## src/hw/rtl/vbc_pkg.sv

```systemverilog
package vbc_pkg;

  // Input opcodes
  localparam logic OP_LOAD   = 1'b0;
  localparam logic OP_CIPHER = 1'b1;

  // Register indexes, taken from paddr[2]
  localparam logic REG_KEY_LENGTH = 1'b0;
  localparam logic REG_DIRECTION  = 1'b1;

  localparam int KEYLEN_W = 7;
  localparam logic [KEYLEN_W-1:0] KEYLEN_RESET = 7'd1;
  localparam logic DIR_ENCRYPT = 1'b0;
  localparam logic DIR_DECRYPT = 1'b1;

  // ASCII bounds and alphabet size
  localparam logic [7:0] CHAR_UPPER_A = 8'h41;
  localparam logic [7:0] CHAR_UPPER_Z = 8'h5a;
  localparam logic [7:0] CHAR_LOWER_A = 8'h61;
  localparam logic [7:0] CHAR_LOWER_Z = 8'h7a;
  localparam logic [7:0] CASE_BIT     = 8'h20;
  localparam logic [7:0] ALPHA_SIZE   = 8'd26;

  // Queue between front and back
  localparam int QUEUE_DEPTH = 4;
  localparam int QPTR_W      = 2;
  localparam int QCNT_W      = 3;

  // One pending cipher word: text byte and the key character it uses
  typedef struct packed {
    logic [7:0] text;
    logic [7:0] key;
  } entry_t;

endpackage

```

## src/hw/rtl/vigenere_byte_cipher_top.sv

```systemverilog
// Vigenere byte cipher, case preserving, one word per clock sustained while
// out_stall stays low. A data word passes the key store read, the queue and
// the output register before reaching out_*; load words give no result.
// Unstalled: one word per cycle, set by the single key store read port.
// Reset (rst, synchronous): key position 0, key_length 1, direction encrypt,
// queue and output emptied; key store contents stay undefined until loaded.
module vigenere_byte_cipher_top #(
  parameter int KEY_DEPTH = 64
) (
  input  logic        clk,
  input  logic        rst,
  // Input word channel
  input  logic        in_valid,
  output logic        in_stall,
  input  logic        opcode,
  input  logic        first_of_message,
  input  logic [5:0]  key_slot,
  input  logic [7:0]  data_byte,
  // Result word channel
  output logic        out_valid,
  input  logic        out_stall,
  output logic [7:0]  out_byte,
  // Configuration port
  input  logic        psel,
  input  logic        penable,
  input  logic        pwrite,
  input  logic [2:0]  paddr,
  input  logic [31:0] pwdata,
  output logic [31:0] prdata,
  output logic        pready
);

  logic [vbc_pkg::KEYLEN_W-1:0] key_length;
  logic                         direction;
  logic                         cfg_write;
  logic                         push;
  vbc_pkg::entry_t              push_entry;
  logic                         pop;
  vbc_pkg::entry_t              head;
  logic                         empty;
  logic [vbc_pkg::QCNT_W-1:0]   queue_level;

  // Registers are word addressed; paddr[2] picks the register
  assign pready    = 1'b1;
  assign cfg_write = psel && penable && pwrite && pready;

  always_ff @(posedge clk) begin
    if (rst) begin
      key_length <= vbc_pkg::KEYLEN_RESET;
      direction  <= vbc_pkg::DIR_ENCRYPT;
    end else if (cfg_write) begin
      unique case (paddr[2])
        vbc_pkg::REG_KEY_LENGTH: key_length <= pwdata[vbc_pkg::KEYLEN_W-1:0];
        vbc_pkg::REG_DIRECTION:  direction  <= pwdata[0];
        default: ;
      endcase
    end
  end

  always_comb begin
    unique case (paddr[2])
      vbc_pkg::REG_KEY_LENGTH: prdata = 32'(key_length);
      vbc_pkg::REG_DIRECTION:  prdata = 32'(direction);
      default:                 prdata = '0;
    endcase
  end

  // Front: accept words, write key loads, track the key position and
  // fetch the key character for each data word
  vbc_front #(
    .KEY_DEPTH (KEY_DEPTH)
  ) u_front (
    .clk              (clk),
    .rst              (rst),
    .in_valid         (in_valid),
    .in_stall         (in_stall),
    .opcode           (opcode),
    .first_of_message (first_of_message),
    .key_slot         (key_slot),
    .data_byte        (data_byte),
    .key_length       (key_length),
    .queue_level      (queue_level),
    .push             (push),
    .push_entry       (push_entry)
  );

  // Short queue decouples the front from output backpressure
  vbc_queue u_queue (
    .clk        (clk),
    .rst        (rst),
    .push       (push),
    .push_entry (push_entry),
    .pop        (pop),
    .head       (head),
    .empty      (empty),
    .level      (queue_level)
  );

  // Back: shift the text letter and hold it in the output register
  vbc_back u_back (
    .clk       (clk),
    .rst       (rst),
    .head      (head),
    .empty     (empty),
    .pop       (pop),
    .direction (direction),
    .out_valid (out_valid),
    .out_stall (out_stall),
    .out_byte  (out_byte)
  );

endmodule

```

## src/hw/rtl/vbc_ram.sv

```systemverilog
module vbc_ram #(
  parameter int WIDTH = 8,
  parameter int DEPTH = 64
) (
  input  logic                                  clk,
  input  logic                                  we,
  input  logic [(DEPTH > 1 ? $clog2(DEPTH) : 1)-1:0] waddr,
  input  logic [WIDTH-1:0]                      wdata,
  input  logic [(DEPTH > 1 ? $clog2(DEPTH) : 1)-1:0] raddr,
  output logic [WIDTH-1:0]                      rdata
);

  logic [WIDTH-1:0] mem [DEPTH];

  always_ff @(posedge clk) begin
    if (we) begin
      mem[waddr] <= wdata;
    end
    rdata <= mem[raddr];
  end

endmodule

```

## src/hw/rtl/vbc_front.sv

```systemverilog
module vbc_front #(
  parameter int KEY_DEPTH = 64
) (
  input  logic                          clk,
  input  logic                          rst,
  input  logic                          in_valid,
  output logic                          in_stall,
  input  logic                          opcode,
  input  logic                          first_of_message,
  input  logic [5:0]                    key_slot,
  input  logic [7:0]                    data_byte,
  input  logic [vbc_pkg::KEYLEN_W-1:0]  key_length,
  input  logic [vbc_pkg::QCNT_W-1:0]    queue_level,
  output logic                          push,
  output vbc_pkg::entry_t               push_entry
);

  localparam int AW = (KEY_DEPTH > 1) ? $clog2(KEY_DEPTH) : 1;
  localparam int LW = (AW + 1 > vbc_pkg::KEYLEN_W) ? AW + 1 : vbc_pkg::KEYLEN_W;
  localparam logic [LW-1:0] DEPTH_L = LW'(KEY_DEPTH);

  logic          accept;
  logic [AW-1:0] key_position;
  logic [AW-1:0] key_position_next;
  logic [LW-1:0] len_ext;
  logic [LW-1:0] len_eff;
  logic [LW-1:0] pos_ext;
  logic [AW-1:0] pos_use;
  logic [LW-1:0] pos_inc;
  logic [LW-1:0] slot_ext;
  logic          load_we;
  logic [AW-1:0] load_addr;
  logic [7:0]    key_char;
  logic          s1_valid;
  logic [7:0]    s1_text;

  function automatic logic [vbc_pkg::QCNT_W:0] QCNT_W_EXT(
      input logic [vbc_pkg::QCNT_W-1:0] v);
    QCNT_W_EXT = {1'b0, v};
  endfunction

  // Hold off while the queue could not take the word already in flight
  assign in_stall = (QCNT_W_EXT(queue_level) + QCNT_W_EXT({2'b00, s1_valid}))
                    >= QCNT_W_EXT(vbc_pkg::QCNT_W'(vbc_pkg::QUEUE_DEPTH));
  assign accept   = in_valid && !in_stall;

  always_comb begin
    len_ext = LW'(key_length);
    if (len_ext == '0) begin
      len_eff = LW'(1);
    end else if (len_ext > DEPTH_L) begin
      len_eff = DEPTH_L;
    end else begin
      len_eff = len_ext;
    end
    pos_ext = LW'(key_position);
    if (first_of_message || pos_ext >= len_eff) begin
      pos_use = '0;
    end else begin
      pos_use = key_position;
    end
    pos_inc = LW'(pos_use) + LW'(1);
    if (pos_inc >= len_eff) begin
      key_position_next = '0;
    end else begin
      key_position_next = pos_inc[AW-1:0];
    end
  end

  // Drop loads aimed past the end of the store
  assign slot_ext  = LW'(key_slot);
  assign load_addr = slot_ext[AW-1:0];
  assign load_we   = accept && (opcode == vbc_pkg::OP_LOAD) && (slot_ext < DEPTH_L);

  vbc_ram #(
    .WIDTH (8),
    .DEPTH (KEY_DEPTH)
  ) u_key_store (
    .clk   (clk),
    .we    (load_we),
    .waddr (load_addr),
    .wdata (data_byte),
    .raddr (pos_use),
    .rdata (key_char)
  );

  always_ff @(posedge clk) begin
    if (rst) begin
      key_position <= '0;
      s1_valid     <= 1'b0;
    end else begin
      s1_valid <= accept && (opcode == vbc_pkg::OP_CIPHER);
      if (accept && (opcode == vbc_pkg::OP_CIPHER)) begin
        key_position <= key_position_next;
      end
    end
  end

  always_ff @(posedge clk) begin
    if (accept) begin
      s1_text <= data_byte;
    end
  end

  assign push            = s1_valid;
  assign push_entry.text = s1_text;
  assign push_entry.key  = key_char;

endmodule

```

## src/hw/rtl/vbc_queue.sv

```systemverilog
module vbc_queue (
  input  logic                        clk,
  input  logic                        rst,
  input  logic                        push,
  input  vbc_pkg::entry_t             push_entry,
  input  logic                        pop,
  output vbc_pkg::entry_t             head,
  output logic                        empty,
  output logic [vbc_pkg::QCNT_W-1:0]  level
);

  vbc_pkg::entry_t             slots [vbc_pkg::QUEUE_DEPTH];
  logic [vbc_pkg::QPTR_W-1:0]  wr_ptr;
  logic [vbc_pkg::QPTR_W-1:0]  rd_ptr;
  logic [vbc_pkg::QCNT_W-1:0]  count;
  logic [vbc_pkg::QCNT_W-1:0]  count_next;

  always_comb begin
    count_next = count;
    if (push && !pop) begin
      count_next = count + vbc_pkg::QCNT_W'(1);
    end else if (pop && !push) begin
      count_next = count - vbc_pkg::QCNT_W'(1);
    end
  end

  always_ff @(posedge clk) begin
    if (rst) begin
      wr_ptr <= '0;
      rd_ptr <= '0;
      count  <= '0;
    end else begin
      count <= count_next;
      if (push) begin
        wr_ptr <= wr_ptr + vbc_pkg::QPTR_W'(1);
      end
      if (pop) begin
        rd_ptr <= rd_ptr + vbc_pkg::QPTR_W'(1);
      end
    end
  end

  always_ff @(posedge clk) begin
    if (push) begin
      slots[wr_ptr] <= push_entry;
    end
  end

  assign head  = slots[rd_ptr];
  assign empty = (count == '0);
  assign level = count;

  a_no_overflow : assert property (@(posedge clk) disable iff (rst)
    push && !pop |-> count < vbc_pkg::QCNT_W'(vbc_pkg::QUEUE_DEPTH))
    else $error("queue push while full");

  a_no_underflow : assert property (@(posedge clk) disable iff (rst)
    pop |-> count != '0)
    else $error("queue pop while empty");

  a_ptr_match : assert property (@(posedge clk) disable iff (rst)
    (count == '0 || count == vbc_pkg::QCNT_W'(vbc_pkg::QUEUE_DEPTH)) |->
      wr_ptr == rd_ptr)
    else $error("queue pointers disagree with count");

endmodule

```

## src/hw/rtl/vbc_back.sv

```systemverilog
module vbc_back (
  input  logic            clk,
  input  logic            rst,
  input  vbc_pkg::entry_t head,
  input  logic            empty,
  output logic            pop,
  input  logic            direction,
  output logic            out_valid,
  input  logic            out_stall,
  output logic [7:0]      out_byte
);

  localparam logic signed [9:0] WRAP = $signed({2'b00, vbc_pkg::ALPHA_SIZE});
  localparam logic signed [9:0] LAST = WRAP - 10'sd1;

  logic              x_upper;
  logic              x_lower;
  logic              y_upper;
  logic              y_lower;
  logic [7:0]        y;
  logic [7:0]        base;
  logic signed [9:0] xs;
  logic signed [9:0] ys;
  logic signed [9:0] bs;
  logic signed [9:0] t;
  logic [7:0]        result;

  always_comb begin
    x_upper = (head.text >= vbc_pkg::CHAR_UPPER_A) && (head.text <= vbc_pkg::CHAR_UPPER_Z);
    x_lower = (head.text >= vbc_pkg::CHAR_LOWER_A) && (head.text <= vbc_pkg::CHAR_LOWER_Z);
    y_upper = (head.key >= vbc_pkg::CHAR_UPPER_A) && (head.key <= vbc_pkg::CHAR_UPPER_Z);
    y_lower = (head.key >= vbc_pkg::CHAR_LOWER_A) && (head.key <= vbc_pkg::CHAR_LOWER_Z);
    // Give a letter key the text's case
    if ((x_upper && y_lower) || (!x_upper && y_upper)) begin
      y = head.key ^ vbc_pkg::CASE_BIT;
    end else begin
      y = head.key;
    end
    base = x_upper ? vbc_pkg::CHAR_UPPER_A : vbc_pkg::CHAR_LOWER_A;
    xs   = $signed({2'b00, head.text});
    ys   = $signed({2'b00, y});
    bs   = $signed({2'b00, base});
    if (direction == vbc_pkg::DIR_ENCRYPT) begin
      t = ys + (xs - bs);
      if (t > bs + LAST) begin
        t = t - WRAP;
      end
    end else begin
      t = xs + (bs - ys);
      if (t < bs) begin
        t = t + WRAP;
      end
    end
    if (x_upper || x_lower) begin
      result = t[7:0];
    end else begin
      result = head.text;
    end
  end

  assign pop = !empty && (!out_valid || !out_stall);

  always_ff @(posedge clk) begin
    if (rst) begin
      out_valid <= 1'b0;
    end else if (pop) begin
      out_valid <= 1'b1;
    end else if (!out_stall) begin
      out_valid <= 1'b0;
    end
  end

  always_ff @(posedge clk) begin
    if (pop) begin
      out_byte <= result;
    end
  end

endmodule

```

## config.mk

```make
export PLATFORM = sky130hd
export DESIGN_NAME = vigenere_byte_cipher_top
export DESIGN_NICKNAME = d
export VERILOG_FILES = /design/src/hw/rtl/vbc_pkg.sv /design/src/hw/rtl/vigenere_byte_cipher_top.sv /design/src/hw/rtl/vbc_ram.sv /design/src/hw/rtl/vbc_front.sv /design/src/hw/rtl/vbc_queue.sv /design/src/hw/rtl/vbc_back.sv
export SDC_FILE = /design/constraint.sdc
export NUM_CORES = 1
export LEC_CHECK = 0
export BUFFER_PORTS_ARGS = -buffer_cell sky130_fd_sc_hd__clkbuf_2
export CORE_MARGIN = 10
export CORE_UTILIZATION = 55
export CTS_CLUSTER_SIZE = 40
export DETAILED_ROUTE_END_ITERATION = 10
export PLACE_DENSITY_LB_ADDON = 0.25
export RECOVER_POWER = 100
export SETUP_SLACK_MARGIN = 0.15
export SLEW_MARGIN = 20
export SYNTH_ARGS = -nofsm -noshare
export SYNTH_HDL_FRONTEND = slang
export SYNTH_SLANG_ARGS = --single-unit
```

## constraint.sdc

```tcl
create_clock -name clk -period 6.4 [get_ports clk]
set_input_delay 1.92 -clock clk [delete_from_list [all_inputs] [get_ports clk]]
set_output_delay 1.92 -clock clk [all_outputs]
set_load 0.005 [all_outputs]
```

* After elaboration in Yosys (flattened, before gate mapping) *
Memories as Yosys holds them, arrays and structs flattened. A register that Yosys moved wholly into a read port is not among the register bits.
Index checks and enable logic that the tools add are counted.
Widths: inputs -> output; s select.

cells by class
  reductions and logical operators = 31
  multiplexer cells = 21
  equal/unequal tests = 1
  add/sub/neg operators = 13
  bitwise operators = 3
  magnitude comparators = 15

operators by type and width
  cell                 count
  $pmux 32 s2          1
  $ge 8x7->1 const B   4
  $le 8x7->1 const B   4
  $mux 8               4
  $mux 6               4
  $add 9x9->10         2
  $logic_and 1x1->1    15
  $mux 7               2
  $gt 10x10->1         1
  $lt 10x8->1          1
  $add 8x5->9 const B  1
  $sub 7x8->9          1
  $sub 8x7->9          1
  $add 8x6->8 const B  1
  $sub 8x6->8 const B  1
  $add 6x1->7 const B  1
  $ge 6x7->1           1
  $ge 7x7->1           1
  $gt 7x7->1 const B   1
  $logic_not 1->1      7
  $logic_not 7->1      1
  $lt 6x7->1 const B   1
  $mux 1               6
  $mux 3               2
  12 further kinds     20

word-level totals
  register bits = 39
  memory bits (writable) = 576
  word-level logic and storage cells = 96
  output and inout port bits = 43
  memories = 2
  bits of input ports = 58

memories
  memory                   words  bits a word  read ports  clocked after Yosys merged registers in  write ports  line             source
  u_front.u_key_store.mem  64     8            1           1                                        1            vbc_ram.sv:13    logic [WIDTH-1:0] mem [DEPTH];
  u_queue.slots            4      16           1           1                                        1            vbc_queue.sv:12  vbc_pkg::entry_t slots [vbc_pkg::QUEUE_DEPTH];

* Logic depth before layout (Yosys ltp) *
  depth after elaboration = 12
  depth in mapped cells = 24
  gate-level depth less buffers = 22

* By module *
Synthesis repeated with hierarchy kept, for this count alone.

unflattened totals
  cells, all modules = 1504
  area total of the unflattened synthesis = 26631.8 µm²

by module, submodules not included
  module                    sequential area each (µm²)  times used  area an instance (µm²)  cells each
  vbc_ram                   15534.9                     1           20166.8                 940
  vbc_queue                 2102.0                      1           2767.7                  127
  vbc_back                  260.2                       1           2026.9                  253
  vbc_front                 380.4                       1           1037.2                  113
  vigenere_byte_cipher_top  160.2                       1           633.1                   71

* Least setup slack after synthesis *
No wires, ideal clock.

  path type = reg2reg
  start = register (tool-made name)
  end = register u_back.out_byte[4], data pin
  stages on the path, launching flop included = 22
  data required time = 6139 ps
  path slack = 969 ps
  data arrival time = 5171 ps
  library setup time = 261 ps
  cells stage by stage = dfxtp_1 > buf_6 > buf_4 > mux4_2 > inv_1 > ha_1 > nand3b_1 > o211ai_1 > nor3_1 > o21ai_0 > inv_1 > ha_1 > xnor2_1 > ha_1 > xnor2_1 > ha_1 > or4_1 > o311ai_0 > o21a_2 > o21ai_0 > xnor2_1 > a221o_1

RTL lines
  what                  line            source
  to (signal assigned)  vbc_back.sv:75  out_byte <= result;
  to (decl)             vbc_back.sv:10  output logic [7:0] out_byte

==> summary.md <==
| Metric | Value |
|---|---|
| Result of the run | finished, violations left |
| Violations in the final reports | max-capacitance violations, max-slew violations |
| Die boundary height | ~240 µm |
| Simple-gate area share of the yosys netlist | ~7.5% |
| Cell area after technology mapping | 26900 µm² |
| Category of the most critical setup path | register to register |
| Antenna fix cells | 0 |
| Setup-failing EPs final | 0 |
| Number of I/O pins | 101 |
| Post-Route Setup TNS | 0 ps |
| Crit path capture type | register |
| Clock root buffer master | sky130_fd_sc_hd__clkbuf_16 |
| H-tree level count | 2 |
| TritonCTS clock tree | done |
| Ratio of final minimum period to clock period | slightly above 90% |
| Post-synthesis cell count | 1817 |
| Post-CTS Setup Bufs | 0 |
| Critical path data required time | between 6000 and 7000 ps |
| Clock insertion delay at the later pin of the skew report | 630 ps |
| Highest fanout seen on the critical path | 10 |
| Number of antenna violations at the first check in global routing | 0 |
| RSZ-0062 raised after global routing | false |
| Vias | between 15000 and 20000 |
| Clock tree skew after final layout | 18.8 ps |
| Routability congestion estimate from global placement | roughly 0.88 |
| CTS sink count | 625 |
| Share of the synthesized area in compound gates (AO/OA/AOI/OAI) | 8.89% |
| Data arrival time of the critical path | 6180 ps |
| Number of synthesized flops with an enable pin | roughly 590 |
| Wire length of the first global-routing pass | around 90000 µm |
| Cell Pwr Density | approximately 380 nW/µm² |
| VDD IR max | around 300 µV |
| Cells on worst reg2reg path | 19 |
| Fraction of the yosys area taken by sequential cells | between 60% and 70% |
| Initial cell density of the core | a little under three fifths |
| Remaining global-route overflow | 0 |
| Max-slew violation total from the final report | 528 |
| Critical path startpoint category | register |
| Area growth from synthesis to layout | 10.3% |
| Max-slew headroom at the worst pin | -133% |
| Cell Rows | 81 |
| Dominant cells by area after synthesis | sky130_fd_sc_hd__edfxtp_1 (66%), sky130_fd_sc_hd__mux4_2 (3.9%), sky130_fd_sc_hd__mux2i_1 (2.9%) |
| WL/cell | ~24 µm |
| Number of hold violations in the final report | 0 |
| Largest net degree at the start of global routing | between 150 and 200 |
| Core area | 48600 µm² |
| Global-route usage over all layers | approximately a fifth |
| Die footprint | 58200 µm² |
| Xor-xnor portion of the synthesized cell area | roughly 1.2% |
| Proportion of netlist area held by the largest area contributor | 66.0% |
| Maximum clock frequency | approximately 0.17 GHz |
| Mean instance size in the synthesized netlist | roughly 15 µm² |
| Clock buffers created by TritonCTS | 61 |
| Gates resized, CTS repair | 0 |
| Final #Nets | around 2000 |
| Proportion of layout cells with a drive suffix above 1 | 13.3% |
| Estimated wirelength of the detail-placed design | 36500 µm |
| Synth async-reset ratio | 0% |
| Count of buffers from port buffering | 47 |
| Max-cap violation count | 8 |
| Clk slew on worst S/H paths | ~60 ps |
| Number of global-route vias before repair | about 15000 |
| Post-synthesis cell type with the largest combined area | sky130_fd_sc_hd__edfxtp_1 |
| Worst-margin pin slew | around 3500 ps |
| Number of search-and-repair iterations in the first detailed-routing pass | 7 |
| CP max stage delay | ~660 ps |
| Maximum root-to-sink buffer count | 3 |
| Number of routed nets with antenna violations | 0 |
| Hold buffer count at CTS | 0 |
| Synthesized-area fraction occupied by adder cells | approximately 2.4% |
| Crit-path slowest cell | sky130_fd_sc_hd__mux4_2 |
| Mux contribution to synthesized area | under 10% |
| Mean number of vias per cell | approximately 6 |
| Die Wd | roughly 240 µm |
| Flip-flop and latch count after synthesis | approximately 630 |
| Remaining DRCs | 0 |
| Fill cells | 3567 |
| Top flip-flop cell by instance count after synthesis | sky130_fd_sc_hd__edfxtp_1 |
| Most common library cell in the layout ignoring fill and taps | sky130_fd_sc_hd__edfxtp_1 |
| Static Leak | approximately 9.5 nW |
| Largest family of logic cells by synthesized area | multiplexers |
| Sequence of cells on the critical path | buf_4 > mux4_2 > nand3b_1 > o211ai_1 > nor3_1 > o21ai_0 > inv_1 > ha_1 > xnor2_1 > ha_1 > xnor2_1 > ha_1 > or4_1 > o311ai_0 > buf_4 > o21a_1 > o21ai_0 > xnor2_1 > a221o_1 |
| Detailed Route Iter0 Violations | 1546 |
| Type of the worst min-delay path | register to register |
| Total wirelength of the detailed-routed design | 60000 µm |
| Time the worst path needs with I/O delays and setup | around 5800 ps |
| Number of distinct standard cells referenced by the synthesized netlist | 71 |
| Commonest cells after routing, fill and taps aside | sky130_fd_sc_hd__edfxtp_1 (592), sky130_fd_sc_hd__nor2_1 (194), sky130_fd_sc_hd__a21oi_1 (87), sky130_fd_sc_hd__mux2i_1 (79), sky130_fd_sc_hd__nand2_1 (71) |
| Final Hold Slack | ~470 ps |
| Yosys synthesis warning count | 0 |
| Depth of the worst hold-timing path | 2 |
[synth_stat cells, drive strengths merged (18+ instances only)]
master  count
a211oi     46
a21o       27
a21oi      89
a22oi      22
buf        53
clkbuf     68
dfxtp      33
edfxtp    592
ha         46
inv        29
mux2       51
mux2i      79
mux4       47
nand2      71
nor2      195
nor2b      29
nor3       43
o21ai      57
o221ai     18
xnor2      23
[critical path, delay by kind of cell (launching register included)]
family	cells	cell delay (ps)
compound gates	6	1710
fa+ha+maj	3	850
simple gates	3	840
mux	1	660
xor+xnor	3	550
buf+inv	3	540
flops	1	420
[worst paths after layout]
check	startpoint	endpoint	slack, ps
setup / recovery	register	u_back.out_byte[4]$_DFFE_PP_	590
setup reg to reg	register	u_back.out_byte[4]$_DFFE_PP_	590
hold reg to reg	u_back.out_valid$_SDFFE_PP0P_	u_back.out_valid$_SDFFE_PP0P_	470
hold / removal	u_back.out_valid$_SDFFE_PP0P_	u_back.out_valid$_SDFFE_PP0P_	470
[routing by layer]
layer / wire length [µm] / GRT usage, % / up-vias
li1: - / - / 7093
met1: 24800 / 27.7 / 7643
met2: 28300 / 32.6 / 565
met3: 5010 / 4.08 / 123
met4: 1890 / 7.60 / 0
met5: 0 / 0 / -
[state kept, by name, indices dropped and copies added, names as in the netlist, named ones only]
name,count
direction,1
key_length,7
u_back.out_byte,8
u_back.out_valid,1
u_front.key_position,6
u_front.push,1
u_front.s1_text,8
u_front.u_key_store.mem,512
u_front.u_key_store.rdata,8
u_queue.level,3
u_queue.rd_ptr,2
u_queue.slots,64
u_queue.wr_ptr,2
[cells by family after synthesis]
logic type / after synthesis
DFF: 625
muxes: 177
other: 2
buffers and inverters: 150
adders and majority gates: 49
xor gates and xnor gates: 38
AOI/OAI and AO/OA: 353
and+or+nand+nor: 423
[power by group]
part | switching, mW | internal [mW]
Combinational | 1.81 | 1.20
Clock | 1.50 | 2.22
Sequential | 0.0424 | 4.59
[layout make-up]
cell class / instances / area (µm²) / share of cell area [%]
clock buffers: 79 / 1700 / 5.72
repair buffers: 70 / 364 / 1.23
inverters: 29 / 109 / 0.367
flip-flops and latches: 625 / 18400 / 62.1
multi-input cells: 1066 / 7900 / 26.6
well taps: 622 / 778 / 2.62
clock inverters: 35 / 403 / 1.36
[stage by stage]
step	utilization [%]	power, mW	setup WS, ps	cells	area (µm²)
2_1_floorplan	-	6.99	969	1841	27000
5_1_grt	61.1	11.9	163	2526	29700
3_3_place_gp	56.9	7.61	717	2412	27700
3_5_place_dp	56.9	7.70	649	2412	27700
6_report	61.1	11.4	586	2526	29700
4_1_cts	61.2	11.4	625	2526	29800
(Power assumes the default switching activity.)
